File: config.mk
export PLATFORM = sky130hd
export DESIGN_NAME = bounded_list_table_engine_top
export DESIGN_NICKNAME = d
export VERILOG_FILES = /design/src/sv/blte_pkg.sv /design/src/sv/blte_ram.sv /design/src/sv/blte_seq.sv /design/src/sv/bounded_list_table_engine_top.sv
export SDC_FILE = /design/constraint.sdc
export NUM_CORES = 2
export LEC_CHECK = 0
export BUFFER_PORTS_ARGS = -buffer_cell sky130_fd_sc_hd__clkbuf_2
export CORE_ASPECT_RATIO = 1.1
export CORE_MARGIN = 4
export CORE_UTILIZATION = 55
export DETAILED_ROUTE_END_ITERATION = 6
export PLACE_DENSITY = 0.69
export SYNTH_ARGS = -nofsm -noshare
export SYNTH_HDL_FRONTEND = slang
export SYNTH_SLANG_ARGS = --single-unit
export TNS_END_PERCENT = 30
File: constraint.sdc
create_clock -name clk -period 7.5 [get_ports clk]
set_input_delay 0.375 -clock clk [delete_from_list [all_inputs] [get_ports clk]]
set_output_delay 0.375 -clock clk [all_outputs]
set_load 0.02 [all_outputs]
File: src/sv/blte_pkg.sv
// package for the bounded list table engine: sizes, command and status codes
package blte_pkg;
    localparam int unsigned LIST_CAPACITY = 64;
    localparam int unsigned ADDR_W = $clog2(LIST_CAPACITY);
    localparam int unsigned CNT_W = $clog2(LIST_CAPACITY + 1);
    localparam int unsigned DATA_W = 32;

    localparam logic [3:0] CMD_INS_FIRST = 4'd0;
    localparam logic [3:0] CMD_INS_AT = 4'd1;
    localparam logic [3:0] CMD_INS_LAST = 4'd2;
    localparam logic [3:0] CMD_DEL_FIRST = 4'd3;
    localparam logic [3:0] CMD_DEL_AT = 4'd4;
    localparam logic [3:0] CMD_DEL_LAST = 4'd5;
    localparam logic [3:0] CMD_FIND = 4'd6;
    localparam logic [3:0] CMD_EXTREMES = 4'd7;
    localparam logic [3:0] CMD_SORT_UP = 4'd8;
    localparam logic [3:0] CMD_SORT_DOWN = 4'd9;
    localparam logic [3:0] CMD_CLEAR = 4'd10;

    localparam logic [1:0] ST_OK = 2'd0;
    localparam logic [1:0] ST_FULL = 2'd1;
    localparam logic [1:0] ST_EMPTY = 2'd2;
    localparam logic [1:0] ST_BADIDX = 2'd3;

    typedef struct packed {
        logic we;
        logic [ADDR_W-1:0] waddr;
        logic [DATA_W-1:0] wdata;
        logic [ADDR_W-1:0] raddr;
    } ram_ctl_t;
endpackage

File: src/sv/blte_ram.sv
// generic single-port-write, single-port-read ram with registered read
module blte_ram #(
    parameter int unsigned WIDTH = 32,
    parameter int unsigned DEPTH = 64
) (
    input  logic                     clk,
    input  logic                     we,
    input  logic [$clog2(DEPTH)-1:0] waddr,
    input  logic [WIDTH-1:0]         wdata,
    input  logic [$clog2(DEPTH)-1:0] raddr,
    output logic [WIDTH-1:0]         rdata
);
    logic [WIDTH-1:0] mem [DEPTH];

    always_ff @(posedge clk)
    begin
        if (we)
        begin
            mem[waddr] <= wdata;
        end
        rdata <= mem[raddr];
    end
endmodule

File: src/sv/blte_seq.sv
// sequencer: walks the list through the ram one entry per step
module blte_seq (
    input  logic                          clk,
    input  logic                          rst_n,
    input  logic                          in_valid,
    output logic                          in_ready,
    input  logic [3:0]                    cmd,
    input  logic [5:0]                    position,
    input  logic signed [31:0]            operand_value,
    output logic                          out_valid,
    input  logic                          out_ready,
    output logic signed [31:0]            removed_value,
    output logic [5:0]                    found_index,
    output logic                          found,
    output logic signed [31:0]            largest,
    output logic signed [31:0]            smallest,
    output logic [6:0]                    count_now,
    output logic [1:0]                    status,
    output blte_pkg::ram_ctl_t            ram_ctl,
    input  logic [blte_pkg::DATA_W-1:0]   ram_rdata
);
    import blte_pkg::*;

    localparam logic [2:0] S_IDLE = 3'd0;
    localparam logic [2:0] S_RD = 3'd1;
    localparam logic [2:0] S_USE = 3'd2;
    localparam logic [2:0] S_DONE = 3'd3;

    localparam logic [2:0] OP_INS = 3'd0;
    localparam logic [2:0] OP_DEL = 3'd1;
    localparam logic [2:0] OP_FIND = 3'd2;
    localparam logic [2:0] OP_EXT = 3'd3;
    localparam logic [2:0] OP_SORT = 3'd4;

    logic [2:0] state_reg, state_next;
    logic [2:0] op_reg, op_next;
    logic [CNT_W-1:0] count_reg, count_next;
    logic [CNT_W-1:0] i_reg, i_next;
    logic [CNT_W-1:0] j_reg, j_next;
    logic [CNT_W-1:0] pos_reg, pos_next;
    logic up_reg, up_next;
    logic signed [31:0] val_reg, val_next;
    logic signed [31:0] rem_reg, rem_next;
    logic signed [31:0] hi_reg, hi_next;
    logic signed [31:0] lo_reg, lo_next;
    logic [5:0] fidx_reg, fidx_next;
    logic fnd_reg, fnd_next;
    logic [1:0] st_reg, st_next;
    logic signed [31:0] rd;
    logic [CNT_W-1:0] posx;

    assign rd = $signed(ram_rdata);
    assign posx = CNT_W'(position);
    assign in_ready = (state_reg == S_IDLE) && !out_valid;
    assign removed_value = rem_reg;
    assign found_index = fidx_reg;
    assign found = fnd_reg;
    assign largest = hi_reg;
    assign smallest = lo_reg;
    assign count_now = 7'(count_reg);
    assign status = st_reg;

    always_ff @(posedge clk or negedge rst_n)
    begin
        if (!rst_n)
        begin
            state_reg <= S_IDLE;
            count_reg <= '0;
            out_valid <= 1'b0;
        end
        else
        begin
            state_reg <= state_next;
            count_reg <= count_next;
            if (out_valid && out_ready)
            begin
                out_valid <= 1'b0;
            end
            else if (state_reg == S_DONE)
            begin
                out_valid <= 1'b1;
            end
        end
    end

    always_ff @(posedge clk)
    begin
        op_reg <= op_next;
        i_reg <= i_next;
        j_reg <= j_next;
        pos_reg <= pos_next;
        up_reg <= up_next;
        val_reg <= val_next;
        rem_reg <= rem_next;
        hi_reg <= hi_next;
        lo_reg <= lo_next;
        fidx_reg <= fidx_next;
        fnd_reg <= fnd_next;
        st_reg <= st_next;
    end

    // sort: i is the element being placed, val holds it, j walks down
    always_comb
    begin
        state_next = state_reg;
        op_next = op_reg;
        count_next = count_reg;
        i_next = i_reg;
        j_next = j_reg;
        pos_next = pos_reg;
        up_next = up_reg;
        val_next = val_reg;
        rem_next = rem_reg;
        hi_next = hi_reg;
        lo_next = lo_reg;
        fidx_next = fidx_reg;
        fnd_next = fnd_reg;
        st_next = st_reg;
        ram_ctl = '0;
        case (state_reg)
            S_IDLE:
            begin
                if (in_valid && in_ready)
                begin
                    rem_next = '0;
                    hi_next = '0;
                    lo_next = '0;
                    fidx_next = '0;
                    fnd_next = 1'b0;
                    st_next = ST_OK;
                    val_next = operand_value;
                    state_next = S_DONE;
                    case (cmd)
                        CMD_INS_FIRST, CMD_INS_AT, CMD_INS_LAST:
                        begin
                            if (count_reg >= CNT_W'(LIST_CAPACITY))
                            begin
                                st_next = ST_FULL;
                            end
                            else if (cmd == CMD_INS_AT && posx > count_reg)
                            begin
                                st_next = ST_BADIDX;
                            end
                            else
                            begin
                                op_next = OP_INS;
                                pos_next = (cmd == CMD_INS_FIRST) ? '0 :
                                           (cmd == CMD_INS_LAST) ? count_reg : posx;
                                i_next = count_reg;
                                state_next = S_RD;
                            end
                        end
                        CMD_DEL_FIRST, CMD_DEL_AT, CMD_DEL_LAST:
                        begin
                            if (count_reg == '0)
                            begin
                                st_next = ST_EMPTY;
                            end
                            else if (cmd == CMD_DEL_AT && posx >= count_reg)
                            begin
                                st_next = ST_BADIDX;
                            end
                            else
                            begin
                                op_next = OP_DEL;
                                i_next = (cmd == CMD_DEL_FIRST) ? '0 :
                                         (cmd == CMD_DEL_LAST) ? count_reg - 1'b1 : posx;
                                j_next = '0;
                                state_next = S_RD;
                            end
                        end
                        CMD_FIND:
                        begin
                            if (count_reg != '0)
                            begin
                                op_next = OP_FIND;
                                i_next = '0;
                                state_next = S_RD;
                            end
                        end
                        CMD_EXTREMES:
                        begin
                            if (count_reg == '0)
                            begin
                                st_next = ST_EMPTY;
                            end
                            else
                            begin
                                op_next = OP_EXT;
                                i_next = '0;
                                state_next = S_RD;
                            end
                        end
                        CMD_SORT_UP, CMD_SORT_DOWN:
                        begin
                            if (count_reg > CNT_W'(1))
                            begin
                                op_next = OP_SORT;
                                up_next = (cmd == CMD_SORT_UP);
                                i_next = CNT_W'(1);
                                j_next = '0;
                                pos_next = '0;
                                state_next = S_RD;
                            end
                        end
                        CMD_CLEAR:
                        begin
                            count_next = '0;
                        end
                        default:
                        begin
                        end
                    endcase
                end
            end
            S_RD:
            begin
                case (op_reg)
                    OP_INS:
                    begin
                        if (i_reg == pos_reg)
                        begin
                            ram_ctl.we = 1'b1;
                            ram_ctl.waddr = ADDR_W'(pos_reg);
                            ram_ctl.wdata = val_reg;
                            count_next = count_reg + 1'b1;
                            state_next = S_DONE;
                        end
                        else
                        begin
                            ram_ctl.raddr = ADDR_W'(i_reg - 1'b1);
                            state_next = S_USE;
                        end
                    end
                    OP_DEL:
                    begin
                        // j flags the first read, which fetches the removed value
                        if (j_reg == '0)
                        begin
                            ram_ctl.raddr = ADDR_W'(i_reg);
                            state_next = S_USE;
                        end
                        else if (i_reg + 1'b1 >= count_reg)
                        begin
                            count_next = count_reg - 1'b1;
                            state_next = S_DONE;
                        end
                        else
                        begin
                            ram_ctl.raddr = ADDR_W'(i_reg + 1'b1);
                            state_next = S_USE;
                        end
                    end
                    OP_SORT:
                    begin
                        // pos flags: 0 load element i, 1 read j-1 for compare
                        if (pos_reg == '0)
                        begin
                            ram_ctl.raddr = ADDR_W'(i_reg);
                        end
                        else
                        begin
                            ram_ctl.raddr = ADDR_W'(j_reg - 1'b1);
                        end
                        state_next = S_USE;
                    end
                    default:
                    begin
                        ram_ctl.raddr = ADDR_W'(i_reg);
                        state_next = S_USE;
                    end
                endcase
            end
            S_USE:
            begin
                state_next = S_RD;
                case (op_reg)
                    OP_INS:
                    begin
                        ram_ctl.we = 1'b1;
                        ram_ctl.waddr = ADDR_W'(i_reg);
                        ram_ctl.wdata = ram_rdata;
                        i_next = i_reg - 1'b1;
                    end
                    OP_DEL:
                    begin
                        if (j_reg == '0)
                        begin
                            rem_next = rd;
                            j_next = CNT_W'(1);
                        end
                        else
                        begin
                            ram_ctl.we = 1'b1;
                            ram_ctl.waddr = ADDR_W'(i_reg);
                            ram_ctl.wdata = ram_rdata;
                            i_next = i_reg + 1'b1;
                        end
                    end
                    OP_FIND:
                    begin
                        if (rd == val_reg)
                        begin
                            fnd_next = 1'b1;
                            fidx_next = 6'(i_reg);
                            state_next = S_DONE;
                        end
                        else if (i_reg + 1'b1 >= count_reg)
                        begin
                            state_next = S_DONE;
                        end
                        i_next = i_reg + 1'b1;
                    end
                    OP_EXT:
                    begin
                        if (i_reg == '0 || rd > hi_reg)
                        begin
                            hi_next = rd;
                        end
                        if (i_reg == '0 || rd < lo_reg)
                        begin
                            lo_next = rd;
                        end
                        if (i_reg + 1'b1 >= count_reg)
                        begin
                            state_next = S_DONE;
                        end
                        i_next = i_reg + 1'b1;
                    end
                    OP_SORT:
                    begin
                        if (pos_reg == '0)
                        begin
                            val_next = rd;
                            j_next = i_reg;
                            pos_next = CNT_W'(1);
                        end
                        else if (up_reg ? (val_reg < rd) : (val_reg > rd))
                        begin
                            ram_ctl.we = 1'b1;
                            ram_ctl.waddr = ADDR_W'(j_reg);
                            ram_ctl.wdata = ram_rdata;
                            j_next = j_reg - 1'b1;
                            if (j_reg == CNT_W'(1))
                            begin
                                // cannot write twice in one cycle: finish placement next
                                pos_next = CNT_W'(2);
                                state_next = S_USE;
                            end
                        end
                        else
                        begin
                            pos_next = CNT_W'(2);
                            state_next = S_USE;
                        end
                        if (pos_reg == CNT_W'(2))
                        begin
                            ram_ctl.we = 1'b1;
                            ram_ctl.waddr = ADDR_W'(j_reg);
                            ram_ctl.wdata = val_reg;
                            i_next = i_reg + 1'b1;
                            j_next = j_reg;
                            pos_next = '0;
                            val_next = val_reg;
                            state_next = (i_reg + 1'b1 >= count_reg) ? S_DONE : S_RD;
                        end
                    end
                    default:
                    begin
                        state_next = S_DONE;
                    end
                endcase
            end
            S_DONE:
            begin
                state_next = S_IDLE;
            end
            default:
            begin
                state_next = S_IDLE;
            end
        endcase
    end
endmodule

File: src/sv/bounded_list_table_engine_top.sv
// top level of the bounded list table engine
// refused, clear and empty-list commands go straight to the response; others walk the entries they move or scan
// insert and delete: a ram read and a ram write per shifted entry; find and extremes: a ram read per entry scanned
// sort: insertion sort, a ram read per compare, shifting out-of-order entries up one place to make room
// one transaction at a time; every entry goes through the single ram read port
// reset clears the count and the handshake; list contents stay undefined until written
module bounded_list_table_engine_top (
    input  logic               clk,
    input  logic               rst_n,
    input  logic               in_valid,
    output logic               in_ready,
    input  logic [3:0]         cmd,
    input  logic [5:0]         position,
    input  logic signed [31:0] operand_value,
    output logic               out_valid,
    input  logic               out_ready,
    output logic signed [31:0] removed_value,
    output logic [5:0]         found_index,
    output logic               found,
    output logic signed [31:0] largest,
    output logic signed [31:0] smallest,
    output logic [6:0]         count_now,
    output logic [1:0]         status
);
    import blte_pkg::*;

    ram_ctl_t ram_ctl;
    logic [DATA_W-1:0] ram_rdata;

    blte_seq u_seq (
        .clk(clk), .rst_n(rst_n),
        .in_valid(in_valid), .in_ready(in_ready),
        .cmd(cmd), .position(position), .operand_value(operand_value),
        .out_valid(out_valid), .out_ready(out_ready),
        .removed_value(removed_value), .found_index(found_index), .found(found),
        .largest(largest), .smallest(smallest), .count_now(count_now),
        .status(status), .ram_ctl(ram_ctl), .ram_rdata(ram_rdata)
    );

    blte_ram #(.WIDTH(DATA_W), .DEPTH(LIST_CAPACITY)) u_ram (
        .clk(clk), .we(ram_ctl.we), .waddr(ram_ctl.waddr), .wdata(ram_ctl.wdata),
        .raddr(ram_ctl.raddr), .rdata(ram_rdata)
    );
endmodule

Yosys cells after proc, flatten, opt, wreduce, memory -nomap -nowiden
Memory sizes are Yosys's and may differ from the RTL's. A register that Yosys moved wholly into a read port is not among the register bits.
Cells that the tools add are included.
{"block": "totals", "elab_cells": 251, "n_memories": 1, "ramBits": 2048, "in_bits": 46, "register_bits": 173}
{"memory": "u_ram.mem", "depth": 64, "width": 32, "rd": 1, "rd_clocked_by_memory_dff": 1, "write_ports": 1, "line": "blte_ram.sv:13", "text": "logic [WIDTH-1:0] mem [DEPTH];"}
{"block": "op_classes", "eq_ne": 62, "magnitude_cmp": 9, "muxes": 122, "addsub": 5, "n_reduce_logical": 37}
{"operator": "$mux 32", "n": 11}
{"operator": "$pmux 32 s2", "n": 4}
{"operator": "$mux 7", "n": 35}
{"operator": "$mux 39", "n": 6}
{"operator": "$pmux 39 s3", "n": 1}
{"operator": "$pmux 7 s2", "n": 8}
{"operator": "$pmux 39 s2", "n": 1}
{"operator": "$gt 32x32->1", "n": 2}
{"operator": "$lt 32x32->1", "n": 2}
{"operator": "$mux 6", "n": 8}
{"operator": "$mux 3", "n": 14}
{"operator": "$ne 3x3->1 const B", "n": 14}
{"operator": "$pmux 7 s5", "n": 1}
{"operator": "$eq 32x32->1", "n": 1}
{"operator": "$pmux 3 s5", "n": 2}
{"operator": "$logic_not 7->1", "n": 4}
{"operator": "$pmux 7 s4", "n": 1}
{"operator": "$mux 2", "n": 13}
{"operator": "$ne 2x2->1 const B", "n": 12}
{"operator": "$sub 7x1->7 const B", "n": 3}
{"operator": "$reduce_and 10->1", "n": 2}
{"operator": "$reduce_and 4->1", "n": 5}
{"operator": "$pmux 6 s3", "n": 1}
{"operator": "$eq 4x3->1 const B", "n": 4}
{"operator": "43 further kinds", "n": 80}

Depth between registers and ports, before layout
{"block": "depth", "word_depth": 9, "depth_mapped": 19, "depth_no_buf": 15}

Modules after synthesis
From an unflattened synthesis, not the netlist that was laid out.
{"block": "unflattened", "cells_unflattened": 4609, "area_unflattened_um2": 90161.5}
{"module": "blte_ram", "seq_area_each_um2": 62139.6, "n_inst": 1, "area_each_um2": 79039.6, "cells_each": 3511}
{"module": "blte_seq", "seq_area_each_um2": 5114.9, "n_inst": 1, "area_each_um2": 11121.9, "cells_each": 1098}

Worst setup path before layout
OpenSTA, ideal clock, no wires.
{"block": "synth_path", "kind": "register -> register", "from": "register u_ram.rdata[13], read port of u_ram.mem", "to": "memory u_ram.mem[32][0] (enable)", "path_buffers": 0, "stages_incl_launch_ff": 12, "slack_ps": 1235, "arrival_ps": 5764, "path_cell_list": "dfxtp_1 inv_1 ha_1 a21o_1 a21o_1 a221oi_2 o211ai_2 a221oi_4 o21bai_1 nand3_1 a221o_1 nor4_1"}
{"block": "synth_via", "elab_chain_len": 9, "elab_cells_between_ends": 10, "classes_between": "order compare: 2; mux: 8"}
{"element": "from (decl)", "line": "blte_ram.sv:11", "text": "output logic [WIDTH-1:0] rdata"}
{"element": "$gt 32x32->1 or $lt 32x32->1 (tied branches)", "line": "blte_seq.sv:338", "text": "else if (up_reg ? (val_reg < rd) : (val_reg > rd))"}
{"element": "$mux 1 (*)", "line": "blte_seq.sv:338"}
{"element": "$mux 39 (*)", "line": "blte_seq.sv:338"}
{"element": "$mux 39 (*)", "line": "blte_seq.sv:332", "text": "if (pos_reg == '0)"}
{"element": "$mux 39 (*)", "line": "blte_seq.sv:356", "text": "if (pos_reg == CNT_W'(2))"}
{"element": "$pmux 39 s3 (*)", "line": "blte_seq.sv:277", "text": "case (op_reg)"}
{"element": "$pmux 39 s2 (*)", "line": "blte_seq.sv:120", "text": "case (state_reg)"}
{"element": "$mux 1", "line": "blte_ram.sv:17", "text": "if (we)"}
{"element": "$mux 1 (not written as such)", "line": "blte_ram.sv:19", "text": "mem[waddr] <= wdata;"}
{"element": "to (decl)", "line": "blte_ram.sv:13"}
Every way passes the cells marked *; elsewhere a longest branch is shown, timed or not.

Worst setup path after layout
{"block": "layout_path", "from": "register u_seq.i_reg[0]", "to": "register u_ram.rdata[27], read port of u_ram.mem"}
{"block": "layout_via", "elab_chain_len": 6, "elab_cells_between_ends": 10, "classes_between": "add/sub: 2; order compare: 1; eq/ne: 1; mux: 6"}
{"element": "from (decl)", "line": "blte_seq.sv:38", "text": "logic [CNT_W-1:0] i_reg, i_next;"}
{"element": "from (signal assigned)", "line": "blte_seq.sv:89", "text": "i_reg <= i_next;"}
{"element": "$add 7x1->7", "line": "blte_seq.sv:243", "text": "else if (i_reg + 1'b1 >= count_reg)"}
{"element": "$ge 7x7->1", "line": "blte_seq.sv:243"}
{"element": "$mux 6", "line": "blte_seq.sv:243"}
{"element": "$mux 6", "line": "blte_seq.sv:238", "text": "if (j_reg == '0)"}
{"element": "$pmux 6 s3 (*)", "line": "blte_seq.sv:218", "text": "case (op_reg)"}
{"element": "$mux 6 (*)", "line": "blte_seq.sv:120"}
Marked as above.
A chain may end at the register's enable or synchronous reset.

==> impl_results.html <==
<table>
<tr><th>Metric</th><th>Value</th></tr>
<tr><th colspan="2">Run status</th></tr>
<tr><td>Status</td><td>finished, final reports clean</td></tr>
<tr><th colspan="2">Detailed routing</th></tr>
<tr><td>WL/cell</td><td>28.3 um</td></tr>
<tr><td>Detailed-routing iteration count for the pre-antenna-repair pass</td><td>6</td></tr>
<tr><td>DRT antenna net count</td><td>0</td></tr>
<tr><td>Total number of vias</td><td>approximately 58,000</td></tr>
<tr><td>Detailed-route DRC error count</td><td>0</td></tr>
<tr><td>Number of DRC markers after the initial detailed-route iteration</td><td>a little over 8,000</td></tr>
<tr><td>Vias per Instance</td><td>6.32</td></tr>
<tr><td>Total wirelength of the detailed-routed design</td><td>261 mm</td></tr>
<tr><th colspan="2">Worst setup path</th></tr>
<tr><td>Arrival time at the worst endpoint</td><td>between 7 and 8 ns</td></tr>
<tr><td>Endpoint required time on the critical path</td><td>8.05 ns</td></tr>
<tr><td>Highest fanout seen on the critical path</td><td>54</td></tr>
<tr><td>Kind of critical path</td><td>flip-flop to flip-flop</td></tr>
<tr><td>Reg2reg start</td><td>u_seq.i_reg[0]</td></tr>
<tr><td>Register-to-Register Setup Slack</td><td>0.71 ns</td></tr>
<tr><td>Depth of the most critical reg-to-reg path</td><td>17</td></tr>
<tr><td>Critical Path Sink Type</td><td>flip-flop</td></tr>
<tr><td>Crit Reg-Reg Endpoint</td><td>u_ram.rdata[27]</td></tr>
<tr><td>Startpoint of the most critical setup path</td><td>u_seq.i_reg[0]</td></tr>
<tr><td>Critical path capture point</td><td>u_ram.rdata[27]</td></tr>
<tr><td>Type of element launching the critical path</td><td>flip-flop</td></tr>
<tr><th colspan="2">Placement</th></tr>
<tr><td>Instance area at placement</td><td>95,300 um^2</td></tr>
<tr><td>Number of I/O port buffers</td><td>159</td></tr>
<tr><td>Gp weighted congestion</td><td>0.907</td></tr>
<tr><td>Post-detailed-placement half-perimeter wirelength</td><td>between 150 and 200 mm</td></tr>
<tr><td>Post-Place Setup Slack</td><td>0.926 ns</td></tr>
<tr><th colspan="2">Yosys</th></tr>
<tr><td>Synthesis warning total</td><td>0</td></tr>
<tr><td>Largest cells by area after synthesis</td><td>edfxtp_1 73%, nand2_1 6.6%, nand3_1 2.9%, nand4_1 1.7%, ha_1 1.7%</td></tr>
<tr><td>Share of synthesized area occupied by flip-flops and latches</td><td>around three quarters</td></tr>
<tr><td>Area share of the largest cell type after synthesis</td><td>73.0%</td></tr>
<tr><td>Leading register cell type out of synthesis</td><td>edfxtp_1</td></tr>
<tr><td>Yosys reg bits</td><td>2,252</td></tr>
<tr><td>Mean post-synth cell area</td><td>13.8 um^2</td></tr>
<tr><td>Area leader, netlist</td><td>edfxtp_1</td></tr>
<tr><td>Cells after synthesis</td><td>6,586</td></tr>
<tr><td>Post-synthesis cell area</td><td>90,900 um^2</td></tr>
<tr><td>Netlist cell types</td><td>slightly above 80</td></tr>
<tr><td>Post-Synthesis Net Count</td><td>6,752</td></tr>
<tr><td>Post-synthesis async set-or-reset flop share</td><td>0.444%</td></tr>
<tr><td>Post-synth EDFFs</td><td>2,210</td></tr>
<tr><th colspan="2">Layout</th></tr>
<tr><td>Post-route cell area</td><td>a little over 100,000 um^2</td></tr>
<tr><td>Flip-flop count of the largest register, all copies and words added</td><td>between 2,000 and 2,500</td></tr>
<tr><td>Register name with the most flops</td><td>u_ram.mem</td></tr>
<tr><td>Total number of nets in the final design</td><td>6,974</td></tr>
<tr><td>Share of cells above drive strength 1</td><td>roughly an eighth</td></tr>
<tr><td>Utilization after layout</td><td>approximately 62%</td></tr>
<tr><td>Fillers</td><td>12,047</td></tr>
<tr><td>Layout overhead on the synthesized area</td><td>13.0%</td></tr>
<tr><th colspan="2">Timing</th></tr>
<tr><td>Transition time of the tightest slew-check pin</td><td>1.44 ns</td></tr>
<tr><td>Final-report max-slew violation count</td><td>0</td></tr>
<tr><td>Final Cycle Share</td><td>90.5%</td></tr>
<tr><td>Clock period minus worst slack</td><td>6.79 ns</td></tr>
<tr><td>Setup repair after global routing missed its margin</td><td>false</td></tr>
<tr><td>Setup skew after layout</td><td>around 0.068 ns</td></tr>
<tr><td>Final worst slack</td><td>between 0.7 and 0.8 ns</td></tr>
<tr><td>Worst slew slack as a fraction of its limit</td><td>4.22%</td></tr>
<tr><td>Final Setup Violations</td><td>0</td></tr>
<tr><td>Total Negative Setup Slacks</td><td>0 ns</td></tr>
<tr><td>FMAX</td><td>147 MHz</td></tr>
<tr><td>Hold violation total from the final report</td><td>0</td></tr>
<tr><th colspan="2">Clock network</th></tr>
<tr><td>Total clock buffers created by CTS</td><td>215</td></tr>
<tr><td>Max Buffers Root-to-Sink</td><td>3</td></tr>
<tr><td>Total setup buffers inserted after CTS</td><td>0</td></tr>
<tr><td>Clock latency on the worst-skew pair</td><td>0.87 ns</td></tr>
<tr><td>CTS tree</td><td>done</td></tr>
<tr><td>Reg clk slew, reported paths</td><td>0.07 ns</td></tr>
<tr><td>Maximum level of the CTS H-tree</td><td>4</td></tr>
<tr><td>Post-CTS Resized</td><td>0</td></tr>
<tr><td>Root cell of the clock tree</td><td>clkbuf_16</td></tr>
<tr><td>Count of clock tree sinks</td><td>~2,300</td></tr>
<tr><th colspan="2">Power and ir drop</th></tr>
<tr><td>Part of the power in the clock network</td><td>31.2%</td></tr>
<tr><td>Switching power total</td><td>0.0115 W</td></tr>
<tr><td>Design Power</td><td>roughly 0.034 W</td></tr>
<tr><td>Proportion of total power due to net switching</td><td>~34%</td></tr>
<tr><td>Comb power frac</td><td>25.0%</td></tr>
<tr><td>Leakage component of the power</td><td>36.4 nW</td></tr>
<tr><td>Worst supply voltage drop on vdd</td><td>0.268 mV</td></tr>
<tr><td>Cell-internal power</td><td>0.0228 W</td></tr>
<tr><td>Relative contribution of sequential cells to total power</td><td>43.7%</td></tr>
<tr><td>Power per unit of standard cell area</td><td>between 300 and 400 nW/um^2</td></tr>
<tr><th colspan="2">Die</th></tr>
<tr><td>Die Ht</td><td>approximately 430 um</td></tr>
<tr><td>Boundary Pins</td><td>160</td></tr>
<tr><td>Initial Util</td><td>55.3%</td></tr>
<tr><td>Die outline area</td><td>172,000 um^2</td></tr>
<tr><td>Row count</td><td>approximately 160</td></tr>
<tr><td>Chip width</td><td>396 um</td></tr>
<tr><td>Total core area</td><td>~160,000 um^2</td></tr>
<tr><th colspan="2">Global route</th></tr>
<tr><td>Pin count of the biggest net entering global routing</td><td>142</td></tr>
<tr><td>Total track usage</td><td>29.9%</td></tr>
<tr><td>Wire length of the first global-routing pass</td><td>379 mm</td></tr>
<tr><td>Antenna violations before repair</td><td>18</td></tr>
<tr><td>Vias in the first global route</td><td>55,957</td></tr>
<tr><td>Overflow left after global routing</td><td>0</td></tr>
<tr><th colspan="2">Worst hold path</th></tr>
<tr><td>Tightest Hold Check Type</td><td>primary input to flip-flop</td></tr>
<tr><td>Min-delay src</td><td>cmd[2]</td></tr>
<tr><th colspan="2">Job</th></tr>
<tr><td>Max-cap check violation count</td><td>0</td></tr>
</table>
## power groups by stage
stage / Combinational [W] / Clock, W / Sequential [W]
2_1_floorplan: 0.00489 / 0 / 0.0152
3_3_place_gp: 0.00835 / 0 / 0.0152
3_5_place_dp: 0.00839 / 0 / 0.0152
4_1_cts: 0.00845 / 0.0108 / 0.0150
5_1_grt: 0.00914 / 0.0113 / 0.0150
6_report: 0.00858 / 0.0107 / 0.0150
## area by class of cell
class / count / area, um^2 / share of cell area [%]
flip-flops and latches: 2252 / 67300 / 65.5
repair buffers: 382 / 2880 / 2.80
well taps: 2212 / 2770 / 2.69
clock inverters: 134 / 1310 / 1.27
multi-input cells: 3828 / 22300 / 21.7
inverters: 129 / 484 / 0.471
clock buffers: 272 / 5710 / 5.56
diodes: 2 / 5.00 / 0.00487
## worst max-delay path, stage by stage, from the launching register on
cell      delay [ns]
edfxtp_1        0.78
ha_1            0.32
nand3_1         0.21
nor2_1          0.23
xor2_1          0.23
ha_1            0.28
nand4_1         0.10
nor2_1          0.06
a211oi_2        0.69
o211ai_1        0.34
a21oi_4         0.73
buf_4           0.41
buf_12          0.35
mux2_2          0.38
o22ai_1         0.20
nor3_1          0.11
a31oi_1         0.48
nand4_1         0.49
## layout by cell type (no fill, tap or decap), drive strengths merged, types with 32 or more instances in the layout
| cell | instances |
|---|---|
| nand2 | 1610 |
| nand4 | 247 |
| o21ai | 58 |
| inv | 135 |
| nor2 | 215 |
| mux2i | 139 |
| a31oi | 165 |
| a21o | 71 |
| dfxtp | 32 |
| edfxtp | 2210 |
| clkinv | 100 |
| buf | 179 |
| a32oi | 129 |
| and4 | 34 |
| dlygate4sd3 | 44 |
| nand3 | 535 |
| clkbuf | 431 |
| a22o | 32 |
| mux4 | 32 |
| ha | 120 |
| mux2 | 62 |
| o22ai | 42 |
| nor3 | 53 |
| a21oi | 74 |
## cell usage after synthesis, types with 52 or more instances
| master | instances |
|---|---|
| nand4_1 | 246 |
| edfxtp_1 | 2210 |
| a31oi_1 | 165 |
| ha_1 | 120 |
| mux2_2 | 62 |
| a21oi_1 | 74 |
| inv_1 | 129 |
| buf_1 | 57 |
| nand3_1 | 535 |
| nand2_1 | 1610 |
| a32oi_1 | 129 |
| o21ai_0 | 57 |
| nor2_1 | 213 |
| a21o_1 | 71 |
| mux2i_1 | 139 |
| buf_2 | 101 |
| nor3_1 | 52 |
| clkbuf_1 | 208 |
## worst min-delay path by stage
stage	endpoint	slack (ns)	depth (start not counted)
2_1_floorplan	u_seq.count_now[0]	0.08	0
3_5_place_dp	u_seq.state_reg[1]	0.29	1
3_3_place_gp	u_seq.state_reg[1]	0.29	1
6_report	u_seq.op_reg[0]	0.10	3
4_1_cts	u_seq.op_reg[0]	0.03	3
5_1_grt	u_seq.op_reg[0]	0.08	3
## metrics by stage
stage	hold WS, ns	std cells
after floorplan	0.0794	6586
after global placement	0.292	8759
after detailed placement	0.292	8759
after CTS	0.0347	9209
after global routing	0.0802	9209
final	0.104	9211
## per-layer routing
metal  track usage [%]  part of all wire (%)  routed length [um]  vias to the layer above
met5                 0                 0.018                  48                        -
met4              11.0                   3.8                9940                        8
met3              5.33                    10               27300                      504
met2              47.8                    47              123000                     3389
met1              41.7                    39              101000                    29132
li1                  -                     -                   -                    25146
## logic make-up (layout without fill, tap and decap cells)
| group | count (synthesis) | count (layout) | share of synthesized area, % |
|---|---|---|---|
| and+or+nand+nor | 2782 | 2782 | 13.5 |
| buffers and inverters | 506 | 917 | 2.28 |
| other | 0 | 2 | 0 |
| adders and majority gates | 120 | 120 | 1.65 |
| DFF | 2252 | 2252 | 74.0 |
| muxes | 233 | 233 | 3.09 |
| AOI/OAI and AO/OA | 664 | 664 | 5.19 |
| xor gates and xnor gates | 29 | 29 | 0.279 |
## what timing repair did
action / CTS / global route
endpoints found under the hold margin: 52 / 0
hold buffers: 44 / 0
setup endpoints to repair: 0 / 0
Note: power is estimated with default switching activity, not from simulation.
